--- src/hw/rtl/wcct_pkg.sv ---
`default_nettype none
package wcct_pkg;

  localparam int unsigned DEF_NUM_WARPS     = 64;
  localparam int unsigned DEF_FRACTION_BITS = 8;

  localparam int unsigned WARP_W     = 6;
  localparam int unsigned WORD_W     = 32;
  localparam int unsigned CRIT_W     = 48;
  localparam int unsigned IN_DATA_W  = 128;
  localparam int unsigned IN_USER_W  = 2;
  localparam int unsigned OUT_DATA_W = 56;
  localparam int unsigned CFG_IDX_W  = 1;
  localparam int unsigned CFG_DATA_W = 1;

  localparam logic [CRIT_W-1:0] CRIT_MAX = {1'b0, {(CRIT_W-1){1'b1}}};
  localparam logic [CRIT_W-1:0] CRIT_MIN = {1'b1, {(CRIT_W-1){1'b0}}};

  typedef enum logic [1:0] {
    OP_ENTER    = 2'd0,
    OP_ISSUE    = 2'd1,
    OP_COMPLETE = 2'd2,
    OP_CALC     = 2'd3
  } op_e;

  typedef enum logic [0:0] {
    CFG_USE_AVG   = 1'b0,
    CFG_ADD_STALL = 1'b1
  } cfg_reg_e;

  typedef enum logic [3:0] {
    ST_IDLE,
    ST_READ,
    ST_LOAD,
    ST_EXEC,
    ST_DIV,
    ST_MUL,
    ST_SUM,
    ST_OUT,
    ST_WRITE
  } state_e;

  typedef struct packed {
    logic [WORD_W-1:0] rem;
    logic [WORD_W-1:0] stall;
    logic [WORD_W-1:0] last;
    logic [WORD_W-1:0] enter;
    logic [WORD_W-1:0] cnt;
  } entry_t;

endpackage
`default_nettype wire

--- src/hw/rtl/wcct_div.sv ---
`default_nettype none
module wcct_div #(
  parameter int unsigned DIVIDEND_W = 40
) (
  input  logic                          clk_i,
  input  logic                          rst_ni,
  input  logic                          start_i,
  input  logic [DIVIDEND_W-1:0]         dividend_i,
  input  logic [wcct_pkg::WORD_W-1:0]   divisor_i,
  output logic                          done_o,
  output logic [DIVIDEND_W-1:0]         quotient_o
);
  import wcct_pkg::*;

  localparam int unsigned CNT_W = $clog2(DIVIDEND_W + 1);

  logic [DIVIDEND_W-1:0] quo_q;
  logic [WORD_W-1:0]     rem_q;
  logic [WORD_W-1:0]     dvs_q;
  logic [CNT_W-1:0]      cnt_q;
  logic                  busy_q;
  logic                  done_q;

  logic [WORD_W:0] shifted;
  logic [WORD_W:0] diff;
  logic            ge;
  logic [WORD_W-1:0] rem_step;

  always_comb begin
    shifted  = {rem_q, quo_q[DIVIDEND_W-1]};
    diff     = shifted - {1'b0, dvs_q};
    ge       = (shifted >= {1'b0, dvs_q});
    rem_step = ge ? diff[WORD_W-1:0] : shifted[WORD_W-1:0];
  end

  always_ff @(posedge clk_i or negedge rst_ni) begin
    if (!rst_ni) begin
      busy_q <= 1'b0;
      done_q <= 1'b0;
      cnt_q  <= '0;
    end else begin
      done_q <= 1'b0;
      if (start_i) begin
        busy_q <= 1'b1;
        cnt_q  <= CNT_W'(DIVIDEND_W);
      end else if (busy_q) begin
        cnt_q <= cnt_q - CNT_W'(1);
        if (cnt_q == CNT_W'(1)) begin
          busy_q <= 1'b0;
          done_q <= 1'b1;
        end
      end
    end
  end

  always_ff @(posedge clk_i) begin
    if (start_i) begin
      quo_q <= dividend_i;
      rem_q <= '0;
      dvs_q <= divisor_i;
    end else if (busy_q) begin
      quo_q <= {quo_q[DIVIDEND_W-2:0], ge};
      rem_q <= rem_step;
    end
  end

  assign done_o     = done_q;
  assign quotient_o = quo_q;

endmodule
`default_nettype wire

--- config.mk ---
export PLATFORM = sky130hd
export DESIGN_NAME = wcct_div
export DESIGN_NICKNAME = d
export VERILOG_FILES = /design/src/hw/rtl/wcct_pkg.sv /design/src/hw/rtl/wcct_div.sv
export SDC_FILE = /design/constraint.sdc
export NUM_CORES = 1
export LEC_CHECK = 0
export ABC_CLOCK_PERIOD_IN_PS = 3600
export BUFFER_PORTS_ARGS = -buffer_cell sky130_fd_sc_hd__buf_4
export CORE_ASPECT_RATIO = 1.75
export CORE_MARGIN = 1.5
export CORE_UTILIZATION = 50
export CTS_CLUSTER_DIAMETER = 50
export DETAILED_ROUTE_END_ITERATION = 8
export GPL_ROUTABILITY_DRIVEN = 1
export GPL_TIMING_DRIVEN = 0
export PLACE_DENSITY = 0.75
export SKIP_CTS_REPAIR_TIMING = 1
export SYNTH_ARGS = -nofsm -noshare
export SYNTH_HDL_FRONTEND = slang
export SYNTH_SLANG_ARGS = --single-unit
--- constraint.sdc ---
create_clock -name clk_i -period 3.6 [get_ports clk_i]
set_input_delay 0.54 -clock clk_i [delete_from_list [all_inputs] [get_ports clk_i]]
set_output_delay 0.54 -clock clk_i [all_outputs]
set_load 0.03 [all_outputs]
### Yosys cells after proc, flatten, opt, wreduce, memory -nomap -nowiden

Index checks and enable logic that the tools add are counted.

| storage, ports and cells | value |
|---|---|
| flip-flop bits (word level) | 112 |
| input bits | 75 |
| output and inout bits | 41 |
| logic and storage cells | 22 |

| cells by class | value |
|---|---|
| add/sub/neg operators | 2 |
| magnitude comparators | 1 |
| equal/unequal tests | 1 |
| multiplexer cells | 11 |
| reduce and logical (&&, ||, !) cells | 1 |

Operators by type and width:

| cell | count |
|---|---|
| 40-bit two-way mux | 2 |
| 33-bit by 32-bit >= comparator with 1-bit output | 1 |
| 32-bit two-way mux | 1 |
| 32-bit subtractor | 1 |
| 6-bit two-way mux | 2 |
| 6-bit by 1-bit == test with 1-bit output (second input constant) | 1 |
| 1-bit two-way mux | 6 |
| 6-bit by 1-bit subtractor with 6-bit output (second input constant) | 1 |
| 2-bit nonzero test | 1 |

### Longest topological paths before layout

| depth | value |
|---|---|
| word-level depth | 4 |
| gate-level depth with buffers | 13 |

### Worst setup path before layout

OpenSTA, ideal clock, no wires.

| path | value |
|---|---|
| path type | register to register |
| start | register quo_q[39] (netlist: quotient_o[39]) |
| end | register rem_q[30] |
| arrival time | 2.851 ns |
| setup slack | 0.658 ns |
| stages on the path, launching flop included | 13 |
| buffers on the path | 0 |
| period minus slack after synthesis | 2.942 ns |
| cell sequence | edfxtp_1 > inv_1 > ha_1 > fa_1 > nor2b_1 > o21bai_1 > a31oi_1 > o31a_2 > o2111ai_1 > a211oi_1 > mux2i_1 > o21ai_1 > a311oi_1 |

| on the way | value |
|---|---|
| word-level cells in the longest chain between the ends | 2 |
| elaborated cells on any way between the ends | 3 |
| classes of those cells | add/sub (1); order compare (1); mux (1) |

RTL lines:

| element | RTL line | source |
|---|---|---|
| start: declaration | wcct_div.sv:17 | `logic [DIVIDEND_W-1:0] quo_q;` |
| start signal: assignment | wcct_div.sv:58 | `quo_q <= dividend_i;` |
| start signal: assignment | wcct_div.sv:62 | `quo_q <= {quo_q[DIVIDEND_W-2:0], ge};` |
| 32-bit subtractor / 33-bit by 32-bit >= comparator with 1-bit output (equally long branches) | wcct_div.sv:31, wcct_div.sv:32 |  |
| 32-bit two-way mux * | wcct_div.sv:33 | `rem_step = ge ? diff[WORD_W-1:0] : shifted[WORD_W-1:0];` |
| end signal: assignment | wcct_div.sv:63 | `rem_q <= rem_step;` |
| end: declaration | wcct_div.sv:18 | `logic [WORD_W-1:0] rem_q;` |

Every way passes the cells marked *; elsewhere a longest branch is shown, timed or not.
A chain may end at the register's enable or synchronous reset.

### Worst setup path in the final report

| path | value |
|---|---|
| start | register dvs_q[1] |
| end | register rem_q[27] |

| on the way | value |
|---|---|
| word-level cells in the longest chain between the ends | 2 |
| elaborated cells on any way between the ends | 3 |
| classes of those cells | add/sub (1); order compare (1); mux (1) |

RTL lines:

| element | RTL line | source |
|---|---|---|
| start: declaration | wcct_div.sv:19 | `logic [WORD_W-1:0] dvs_q;` |
| start signal: assignment | wcct_div.sv:60 | `dvs_q <= divisor_i;` |
| 32-bit subtractor / 33-bit by 32-bit >= comparator with 1-bit output (equally long branches) | wcct_div.sv:31, wcct_div.sv:32 |  |
| 32-bit two-way mux * | wcct_div.sv:33 |  |

Marked as above.

==> qor.yml <==
floorplanning:
  ioPinCount: 116
  die-area_mm2: 0.0135
  std_cell_rows: 54
  die_w_um: 88.4
  design.core.area_mm2: 0.0124
  start_util_pct: 51.3
  fp.dieH_um: 152
timing:
  rsz0062_at_grt: "no"
  max-slew-margin-rel_pct: 44.4
  finalCritPeriodShare_pct: 92.8
  hold_viol: 0
  fin_setup_tns_ns: 0
  worst_pin_slew_ns: 0.833
  fmax_ghz: 0.299
  hold_ws_ns: 0.357
  setup_viol: 0
  slew_violations: 0
  post-route-min-period_ns: 3.34
  fin_worst_skew_ns: 0.00888
yosys:
  ys.flop_type: "edfxtp_1"
  yosys_warnings: 0
  synthArstFlopShare_pct: 7.14
  syn_area_mm2: 0.00638
  syn_area_per_cell_um2: 10.2
  synthDistinctLibCells: 65
  synth_top_cell_by_area: "edfxtp_1"
  yosys.area.top_type_share_pct: 33.9
  yosysSeqAreaShare_pct: 47.0
  syn-instance-count: 626
  synthTopCellsByCount: "edfxtp_1, nand2_1, nor2_1"
  yosys_register_bits: 112
  synth-edff-count: 72
  yosys-top-cells-area: "edfxtp_1, dfxtp_1, mux2_2, ha_1, nand2_1"
  synthesis.nets: 736
setup_path:
  cp-start-kind: "flop"
  critical_path.endpoint_type: "flop"
  r2r_cells: 11
  arrival_ns: 3.61
  cpPeakStageDelay_ns: 0.49
  worst-path-max-fanout: 4
  worst-path-stages: 11
  crit_buf_inv: 1
  crit_chain: "inv_1 > ha_1 > nor2b_1 > o2111ai_1 > nand2_1 > a31oi_2 > o21ai_2 > a21boi_0 > mux2_2 > o31a_1 > a211oi_1"
  worstSetupPathType: "flop to flop"
  critPathTopFamily: "compound AO/OA/AOI/OAI gates"
  cp_slowest_cell: "a21boi_0"
  crit_required_ns: 3.87
clock_network:
  htreeDepth: 3
  worstSkewPairLatency_ns: 0.35
  cts_max_path_buffers: 2
  cts.sinks: 112
  tritoncts: "built"
  numCtsBuffers: 9
  cts_root_buf: "clkbuf_16"
  clkTransAtPathRegs_ns: 0.08
grt:
  gr-total-overflow: 0
  antenna_found_initial: 0
  grt_max_degree: 41
  grt_pass1_wl_mm: 26.5
  grt_usage_pct: 25.4
  grt_pass1_vias: 5609
route:
  num_vias: 5310
  drcViolationCount: 0
  dr.first_iter.drc_count: 321
  dr.pass1.iters: 8
  wl_mm: 16.5
  detail_route.vias_per_cell: 5.73
  antenna_left: 0
  wl_per_cell_um: 17.8
worst_hold_path:
  hold_path.class: "input pin to flop"
  whs_path_depth: 1
final_layout:
  fillers: 1067
  fin_util_pct: 62.5
  diodes: 0
  area_growth_syn_to_layout_pct: 21.7
  regArea_mm2: 0.00300
  fin_nets: 863
  multi_input_area_mm2: 0.00307
  post_route_cells_drive_above_1_share_pct: 26.3
run_status:
  status: "finished, final reports clean"
power_and_ir_drop:
  peakVddDrop_mv: 0.331
  p_leak_nw: 3.35
  powerDensity_mw_per_mm2: 677
placed_design:
  numPortBuffers: 115
  globalplace.congestion: 0.943
  dp_hpwl_mm: 12.6
job:
  max-cap-violations: 0
[flip-flops by register name, summed over array words and instances (netlist names)]
signal	cells
quotient_o	40
rem_q	32
dvs_q	32
cnt_q	6
busy_q	1
done_o	1
[worst register-to-register path, stage by stage, from the launching register on]
cell	delay, ns
edfxtp_1	0.42
inv_1	0.08
ha_1	0.23
nor2b_1	0.15
o2111ai_1	0.33
nand2_1	0.18
a31oi_2	0.34
o21ai_2	0.14
a21boi_0	0.49
mux2_2	0.40
o31a_1	0.29
a211oi_1	0.23
[routing by layer]
metal / GRT usage, % / share of wire (%)
met5: 0 / 0
met4: 11.4 / 3.9
met3: 6.07 / 6.4
met2: 46.2 / 54
met1: 26.8 / 36
[kinds of logic after synthesis]
kind of cell,after synthesis,synth area share (%)
buffers and inverters,79,4.94
muxes,45,7.86
AOI/OAI and AO/OA,144,16.0
DFF,112,47.0
and+or+nand+nor,183,13.4
adders and majority gates,35,6.98
xor gates and xnor gates,28,3.84
[power breakdown]
part	leakage [nW]	internal [W]	switching (W)
registers	1.09	0.00163	0.000187
logic	2.12	0.000977	0.00146
clock network	0.147	0.000506	0.000503
total	3.35	0.00311	0.00215
[placed cells by master, fill, tap and decap left out, drive strengths merged, types with 32 or more instances in the layout]
cell	instances
nand2	72
a21oi	34
nor2	55
mux2	41
buf	125
dfxtp	32
clkbuf	36
ha	34
edfxtp	72
inv	46
[area by class of cell]
class                   count  share of cell area (%)
multi-input cells         435                    39.5
flip-flops and latches    112                    38.6
repair buffers            116                    11.2
clock buffers              10                    3.08
well taps                 168                    2.71
inverters                  43                    2.08
plain buffers              36                    1.98
clock inverters             6                   0.773
[path summary, 6_finish.rpt]
path / to / from / slack [ns]
setup / recovery: rem_q[27]$_SDFFE_PP0P_ / dvs_q[1]$_DFFE_PP_ / 0.26
hold / removal: dvs_q[23]$_DFFE_PP_ / divisor_i[23] / 0.36
setup reg to reg: rem_q[27]$_SDFFE_PP0P_ / dvs_q[1]$_DFFE_PP_ / 0.26
hold reg to reg: rem_q[1]$_SDFFE_PP0P_ / rem_q[1]$_SDFFE_PP0P_ / 0.50
max in group asynchronous: cnt_q[0]$_DFFE_PN0P_ / rst_ni / 2.92
min in group asynchronous: cnt_q[2]$_DFFE_PN0P_ / rst_ni / 0.54
[stage by stage]
stage	std cells	instance area, um2	total power (W)	setup slack, ns
4_1_cts	925	7750	0.00525	0.242
3_3_place_gp	909	7460	0.00416	0.189
6_report	926	7770	0.00526	0.260
3_5_place_dp	909	7460	0.00423	0.278
2_1_floorplan	626	6380	0.00356	0.658
5_1_grt	926	7770	0.00558	0.0481
(Power assumes the default switching activity.)
