## src/hw/rtl/wcct_ram.sv

```systemverilog
`default_nettype none
module wcct_ram #(
  parameter int unsigned WIDTH  = 8,
  parameter int unsigned DEPTH  = 64,
  parameter int unsigned ADDR_W = (DEPTH > 1) ? $clog2(DEPTH) : 1
) (
  input  logic              clk_i,
  input  logic              we_i,
  input  logic [ADDR_W-1:0] waddr_i,
  input  logic [WIDTH-1:0]  wdata_i,
  input  logic              re_i,
  input  logic [ADDR_W-1:0] raddr_i,
  output logic [WIDTH-1:0]  rdata_o
);

  logic [WIDTH-1:0] mem [DEPTH];
  logic [WIDTH-1:0] rdata_q;

  always_ff @(posedge clk_i) begin
    if (we_i) begin
      mem[waddr_i] <= wdata_i;
    end
    if (re_i) begin
      rdata_q <= mem[raddr_i];
    end
  end

  assign rdata_o = rdata_q;

endmodule
`default_nettype wire

```

## config.mk

```make
export PLATFORM = sky130hd
export DESIGN_NAME = wcct_ram
export DESIGN_NICKNAME = d
export VERILOG_FILES = /design/src/hw/rtl/wcct_ram.sv
export SDC_FILE = /design/constraint.sdc
export NUM_CORES = 1
export LEC_CHECK = 0
export ABC_AREA = 1
export CORE_MARGIN = 5
export CORE_UTILIZATION = 50
export CTS_BUF_LIST = sky130_fd_sc_hd__clkbuf_8
export DETAILED_ROUTE_END_ITERATION = 6
export DONT_BUFFER_PORTS = 1
export PLACE_DENSITY = 0.65
export SETUP_SLACK_MARGIN = 0.3
export SLEW_MARGIN = 20
export SYNTH_ARGS = -nofsm -noshare
export SYNTH_HDL_FRONTEND = slang
export SYNTH_SLANG_ARGS = --single-unit
```

## constraint.sdc

```tcl
create_clock -name clk_i -period 7 [get_ports clk_i]
set_clock_uncertainty 0.1 [all_clocks]
set_input_delay 1.05 -clock clk_i [delete_from_list [all_inputs] [get_ports clk_i]]
set_output_delay 1.05 -clock clk_i [all_outputs]
set_load 0.1 [all_outputs]
```

======== After elaboration in Yosys (flattened, before gate mapping) ========
Memories as Yosys holds them, arrays and structs flattened. A register that Yosys moved wholly into a read port is not among the register bits.
Index checks and enable logic that the tools add are counted.
storage, ports and cells
  flip-flop bits (word level) ............. 0
  bits in latches ......................... 0
  bits in writable memories ............... 512
  ROM bits ................................ 0
  bits of input ports ..................... 23
  output and inout port bits .............. 8
  word-level logic and storage cells ...... 3
  memories ................................ 1
operators by class
  add/subtract/negate cells ............... 0
  multipliers ............................. 0
  div/mod/pow operators ................... 0
  $lt $le $gt $ge ......................... 0
  eq/ne operators ......................... 0
  shifts and indexed selects .............. 0
  muxes and demuxes ....................... 2
  bitwise logic cells ..................... 0
  reduce and logical (&&, ||, !) cells .... 0
memory list
  name  depth  bits a word  rd ports  clocked after Yosys merged registers in  write ports  line  text
  mem   64     8            1         1                                        1            16    logic [WIDTH-1:0] mem [DEPTH];
operators by type and width
  cell     count
  $mux W1  2

======== Depth between registers and ports, before layout ========
Gate-level depths: netlist of run 1.
  word-level depth ........................ 2
  gate-level depth with buffers ........... 12
  gate-level depth less buffers ........... 9

======== Least setup slack after synthesis of run 1 ========
No wires, ideal clock.
  kind .................................... input to register
  start point ............................. input port we_i
  end point ............................... memory mem[48][0], enable pin
  setup time .............................. 395 ps
  arrival ................................. 2421 ps
  data required time ...................... 6505 ps
  path slack .............................. 4084 ps
  cell stages on the path ................. 3
  buffers on the path ..................... 1
  cells stage by stage .................... clkbuf_1 nand4_1 nor4_1
between the ends
  cells in the longest elaborated chain, start to end .. 2
RTL lines
  what                           line  text
  from (decl)                    8     input logic we_i,
  $mux W1                        20    if (we_i) begin
  $mux W1 (implied by the code)  21    mem[waddr_i] <= wdata_i;
  to (decl)                      16
No other way between the ends.

==> results of run 1 <==
path summary, 6_finish.rpt:
| path | slack (ns) | from | to |
|---|---|---|---|
| max | 3.94 | raddr_i[0] | rdata_o[3] |
| min | 0.43 | wdata_i[1] | mem[15][1] |
| max reg2reg | 5.44 | mem[21][4] | rdata_o[4] |
| min reg2reg | 0.77 | mem[36][4] | rdata_o[4] |
state kept, by name (all words and copies together) (netlist names):
signal   flops
mem        512
rdata_o      8
cell usage after synthesis:
cell type / instances / area (µm²)
buf_1: 10 / 37.54
buf_2: 37 / 185.2
buf_4: 14 / 105.1
buf_6: 35 / 394.1
buf_8: 2 / 30.03
clkbuf_1: 15 / 56.30
edfxtp_1: 520 / 15610
inv_1: 10 / 37.54
inv_2: 1 / 3.750
inv_6: 1 / 8.760
nand2_1: 648 / 2432
nand3_1: 439 / 2197
nand4_1: 9 / 56.30
nor2_1: 56 / 210.2
nor4_1: 8 / 50.05
per-layer routing:
layer | vias up | track usage (%)
met3 | 87 | 5.934
met4 | 0 | 6.067
met1 | 6562 | 31.93
li1 | 6323 | -
met2 | 606 | 32.90
met5 | - | 0
final cells by class:
class / count / area, µm²
Multi-Input combinational cell: 1160 / 4946
Timing Repair Buffer: 11 / 95.09
Inverter: 12 / 52.55
Clock buffer: 85 / 1170
Fill cell: 3567 / 19350
Sequential cell: 520 / 15620
Tap cell: 539 / 674.4
Clock inverter: 58 / 235.2
report_power, final:
group | switching [mW] | internal [mW] | total, mW | leakage, nW
Combinational | 0.178 | 0.0781 | 0.256 | 2.64
Sequential | 0.0435 | 3.45 | 3.50 | 4.69
Clock | 1.12 | 1.12 | 2.24 | 0.820
critical path, stage by stage:
cell and delay [ns]:
inv_6 0.74, buf_12 0.47, nand2_1 0.12, nand3_1 0.11, nand3_1 0.12, nand2_1 0.12
nand2_1 0.10, nand3_1 0.10, nand3_1 0.15, nand2_1 0.12
cell families (layout without fill, tap and decap cells):
| logic type | Yosys count | count (layout) |
|---|---|---|
| flip-flops | 520 | 520 |
| AND/OR/NAND/NOR | 1160 | 1160 |
| buffers and inverters | 125 | 166 |
through the flow:
step,setup slack [ns],power (mW),instance area (µm²)
after global placement,3.386,3.812,21380
final,3.942,5.995,22790
after CTS,4.035,6.031,22790
after global routing,3.750,6.212,22790
after detailed placement,3.357,3.815,21380
after floorplan,4.084,3.798,21420
==> flow_metrics.py, run 1 <==
metrics = {
    "clock_tree": {
        "cts_root_buffer": "clkbuf_8",
        "htreeDepth": 3,
        "cts_buffers": 83,
        "cts.sinks": 520,
        "postCtsHoldBufs": 0,
        "post_cts_resized": 0,
        "post-cts-setup-buffers": 0,
        "cts_tree": "built",
        "ctsLongestPathBuffers": 3,
        "clock_latency_ns": 0.63,
        "path_clk_slew_ns": 0.06,
    },
    "job": {
        "maxCapViolCount": 0,
    },
    "grt": {
        "grt_pass1_wl_um": 79320,
        "grt_pass1_vias": 12950,
        "grt_max_degree": 258,
        "antenna_found_initial": 0,
        "overflow": 0,
        "grt_usage_pct": 21.90,
    },
    "setup_path": {
        "reg2reg_depth": 8,
        "cp-end-kind": "register",
        "cp-start-kind": "input port",
        "worstPathMaxFanout": 257,
        "crit_required_ns": 7.39,
        "crit_type": "input port to register",
        "cp_data_arrival_time_ns": 3.45,
    },
    "drt": {
        "drc": 0,
        "via_per_inst": 5.693,
        "drtAntennaViolNets": 0,
        "drt-initial-drc-count": 1529,
        "m1WireLength_um": 22280,
        "dr.pass1.iters": 5,
        "route.met2.wl_um": 23460,
        "top_layer_used": "met4",
        "drt_wl_total_um": 52080,
        "met3_length_um": 5096,
        "vias": 13580,
        "wl_per_cell_um": 21.84,
    },
    "placed_design": {
        "hpwl_um": 27700,
        "portBuffers": 0,
        "place_congestion": 0.8756,
        "dp_cells": 2242,
    },
    "die": {
        "fp.dieW_um": 217.0,
        "num_rows": 75,
        "io_pins": 31,
        "design.core.area_um2": 42130,
        "die_area_um2": 47080,
        "fp.dieH_um": 217.0,
        "start_util_pct": 50.84,
    },
    "power": {
        "ir_worst_vdd_mv": 0.1546,
        "p_per_area_nw_per_um2": 263.1,
        "leakagePower_nw": 8.143,
    },
    "synthesis": {
        "yosys_warnings": 0,
        "synth_nets": 1828,
        "synth_xor_area_share_pct": 0,
        "ys_types": 15,
        "syn_area_per_cell_um2": 11.87,
        "synth-simple-area-share_pct": 23.09,
        "ys_seq_elements": 520,
        "synth_fa_ha_area_share_pct": 0,
        "synth_mux_area_share_pct": 0,
        "syn_inst": 1805,
        "synth_top_family_by_area": "simple AND/OR/NAND/NOR gates",
        "ys_seq_area_share_pct": 72.90,
        "netlist_area_um2": 21420,
        "synth_compound_area_share_pct": 0,
    },
    "timing": {
        "finalHoldViolations": 0,
        "finalSetupViolations": 0,
        "post-route-period-util_pct": 43.69,
        "worst_pin_slew_ns": 1.138,
        "fin_setup_tns_ns": 0,
        "fin_crit_ns": 3.058,
        "slew_headroom_pct": 24.33,
        "fmax_mhz": 327.0,
        "slew_violations": 0,
        "finalHoldWorstSlack_ns": 0.4255,
        "grt_setup_unrepaired": "no",
    },
    "final_layout": {
        "drive_gt1_share_pct": 5.742,
        "mostFrequentLayoutCell": "nand2_1",
        "fin_nets": 1811,
        "fin_util_pct": 54.08,
        "mostFrequentLayoutCells": "nand2_1, edfxtp_1, nand3_1",
        "area_growth_pct": 6.391,
        "antennaDiodeCount": 0,
        "stdcell_count": 2385,
    },
    "worst_hold_path": {
        "min_path_type": "input port to register",
        "hold_depth": 0,
    },
    "status": {
        "outcome": "finished, final reports clean",
    },
}
Note: power is estimated with default switching activity, not from simulation.
==> run 2, diff against run 1 <==
Settings changed: PLACE_DENSITY 0.65 to 0.68.
Clock period 7 ns to 2.8 ns, I/O delays scaled along.
==> flow_metrics.py, run 2 (synthesis gave the netlist of run 1 again) <==
metrics = {
    "placed_design": {
        "hpwl_um": 28070,
        "portBuffers": 0,
        "place_congestion": 0.8740,
    },
    "clock_tree": {
        "ctsLongestPathBuffers": 3,
        "path_clk_slew_ns": 0.06,
        "cts_tree": "built",
        "cts.sinks": 520,
        "clock_latency_ns": 0.62,
        "cts_root_buffer": "clkbuf_8",
        "post-cts-setup-buffers": 0,
        "cts_buffers": 78,
        "htreeDepth": 3,
    },
    "die": {
        "fp.dieH_um": 217.0,
        "design.core.area_um2": 42130,
        "io_pins": 31,
        "fp.dieW_um": 217.0,
        "start_util_pct": 50.84,
        "die_area_um2": 47080,
        "num_rows": 75,
    },
    "job": {
        "maxCapViolCount": 0,
    },
    "power": {
        "ir_worst_vdd_mv": 0.3001,
        "leakagePower_nw": 8.522,
        "p_sw_share_pct": 22.94,
        "comb_power_share_pct": 6.0,
        "p_per_area_nw_per_um2": 642.8,
        "p_sw_mw": 3.465,
        "power_frac_seq_pct": 57.4,
        "pwr-share-clk_pct": 36.5,
        "p_int_mw": 11.64,
    },
    "final_layout": {
        "drive_gt1_share_pct": 9.077,
        "mostFrequentLayoutCell": "nand2_1",
        "regArea_um2": 15620,
        "fin_nets": 1875,
        "fill_cells": 3469,
        "regMostFlops": "mem",
        "area_growth_pct": 9.709,
        "mostFrequentLayoutCells": "nand2_1, edfxtp_1, nand3_1",
        "multi_input_area_um2": 4946,
        "antennaDiodeCount": 0,
        "largest_register_ffs": 512,
    },
    "setup_path": {
        "r2r_end": "rdata_o[7]",
        "worstPathMaxFanout": 257,
        "cp-end-kind": "register",
        "crit_required_ns": 3.18,
        "crit_type": "input port to register",
        "reg2reg_depth": 9,
        "r2r_setup_slack_ns": 0.77,
        "cp-start-kind": "input port",
        "cp_data_arrival_time_ns": 2.70,
        "r2r_start": "mem[33][7]",
    },
    "worst_hold_path": {
        "hold_depth": 3,
        "holdPathEnd": "rdata_o[1]",
        "min_path_type": "input port to register",
        "worstHoldStart": "raddr_i[4]",
    },
    "grt": {
        "grtUsageMet1_pct": 30.18,
        "use_met3_pct": 5.253,
        "overflow": 0,
        "grt_pass1_vias": 13490,
        "top_usage_layer": "met2",
        "met2_usage_pct": 33.93,
        "grt_usage_pct": 21.76,
        "grt_pass1_wl_um": 78820,
        "grt_max_degree": 258,
        "antenna_found_initial": 0,
    },
    "timing": {
        "slew_headroom_pct": 32.42,
        "finalHoldViolations": 0,
        "post-route-period-util_pct": 82.56,
        "fin_setup_tns_ns": 0,
        "grt_setup_unrepaired": "no",
        "fin_crit_ns": 2.312,
        "slew_violations": 0,
        "fmax_mhz": 432.6,
        "finalSetupViolations": 0,
        "finalHoldWorstSlack_ns": 0.04014,
        "worst_pin_slew_ns": 1.016,
    },
    "drt": {
        "dr.pass1.iters": 5,
        "wl_per_cell_um": 21.09,
        "drc": 0,
        "vias": 13770,
        "drt-initial-drc-count": 1573,
        "drtAntennaViolNets": 0,
        "drt_wl_total_um": 51570,
        "via_per_inst": 5.631,
    },
    "status": {
        "outcome": "finished, final reports clean",
    },
}
==> run 2: worst max-delay path by stage <==
stage	startpoint	endpoint	slack, ns	cells past startpoint
2_1_floorplan	we_i	mem[48][0]	0.51	3
3_5_place_dp	raddr_i[0]	rdata_o[6]	0.51	10
4_1_cts	rdata_o[7]	rdata_o[7]	0.63	0
5_1_grt	raddr_i[0]	rdata_o[7]	0.57	11
6_report	raddr_i[0]	rdata_o[7]	0.49	11
3_3_place_gp	raddr_i[0]	rdata_o[6]	0.53	10
==> run 2: final cells by class <==
class	instances	area share, %
flip-flops and latches	520	66.45
multi-input cells	1160	21.05
clock buffers	80	4.686
repair buffers	80	3.621
well taps	539	2.870
clock inverters	54	1.102
inverters	12	0.2236
==> run 2: timing repair <==
action,4_1_cts,5_1_grt
endpoints found under the hold margin,531,0
gates resized for setup,0,0
hold buffers,14,0
==> run 2: critical path, cell delays in order <==
cell	delay (ns)
inv_6	0.45
buf_12	0.29
nand2_1	0.08
nand3_1	0.11
nand3_1	0.09
nand2_1	0.12
nand2_1	0.06
nand3_1	0.14
nand3_1	0.09
dlygate4sd3_1	0.58
nand2_1	0.06
==> run 2: per-stage QoR <==
stage | instances | instance area (µm²) | worst slack, ns | total power [mW] | util [%]
after detailed placement | 2297 | 21860 | 0.5093 | 9.566 | 51.88
after global placement | 2297 | 21860 | 0.5343 | 9.556 | 51.88
final | 2445 | 23500 | 0.4883 | 15.11 | 55.77
after CTS | 2445 | 23500 | 0.6287 | 15.20 | 55.77
after global routing | 2445 | 23500 | 0.5744 | 15.67 | 55.77
after floorplan | 1805 | 21420 | 0.5139 | 9.495 | -
==> run 2: per-layer routing <==
| metal | wire, µm | vias up |
|---|---|---|
| li1 | - | 6454 |
| met1 | 21010 | 6591 |
| met2 | 24050 | 619 |
| met3 | 4844 | 104 |
| met4 | 1665 | 0 |
| met5 | 0 | - |
==> run 2: power by group through the flow <==
stage | Combinational (mW) | Sequential (mW) | Clock, mW
finish | 0.911 | 8.67 | 5.52
CTS | 0.909 | 8.67 | 5.62
floorplan | 0.606 | 8.89 | 0
global route | 0.998 | 8.67 | 6.00
detailed placement | 0.729 | 8.84 | 0
global placement | 0.721 | 8.84 | 0
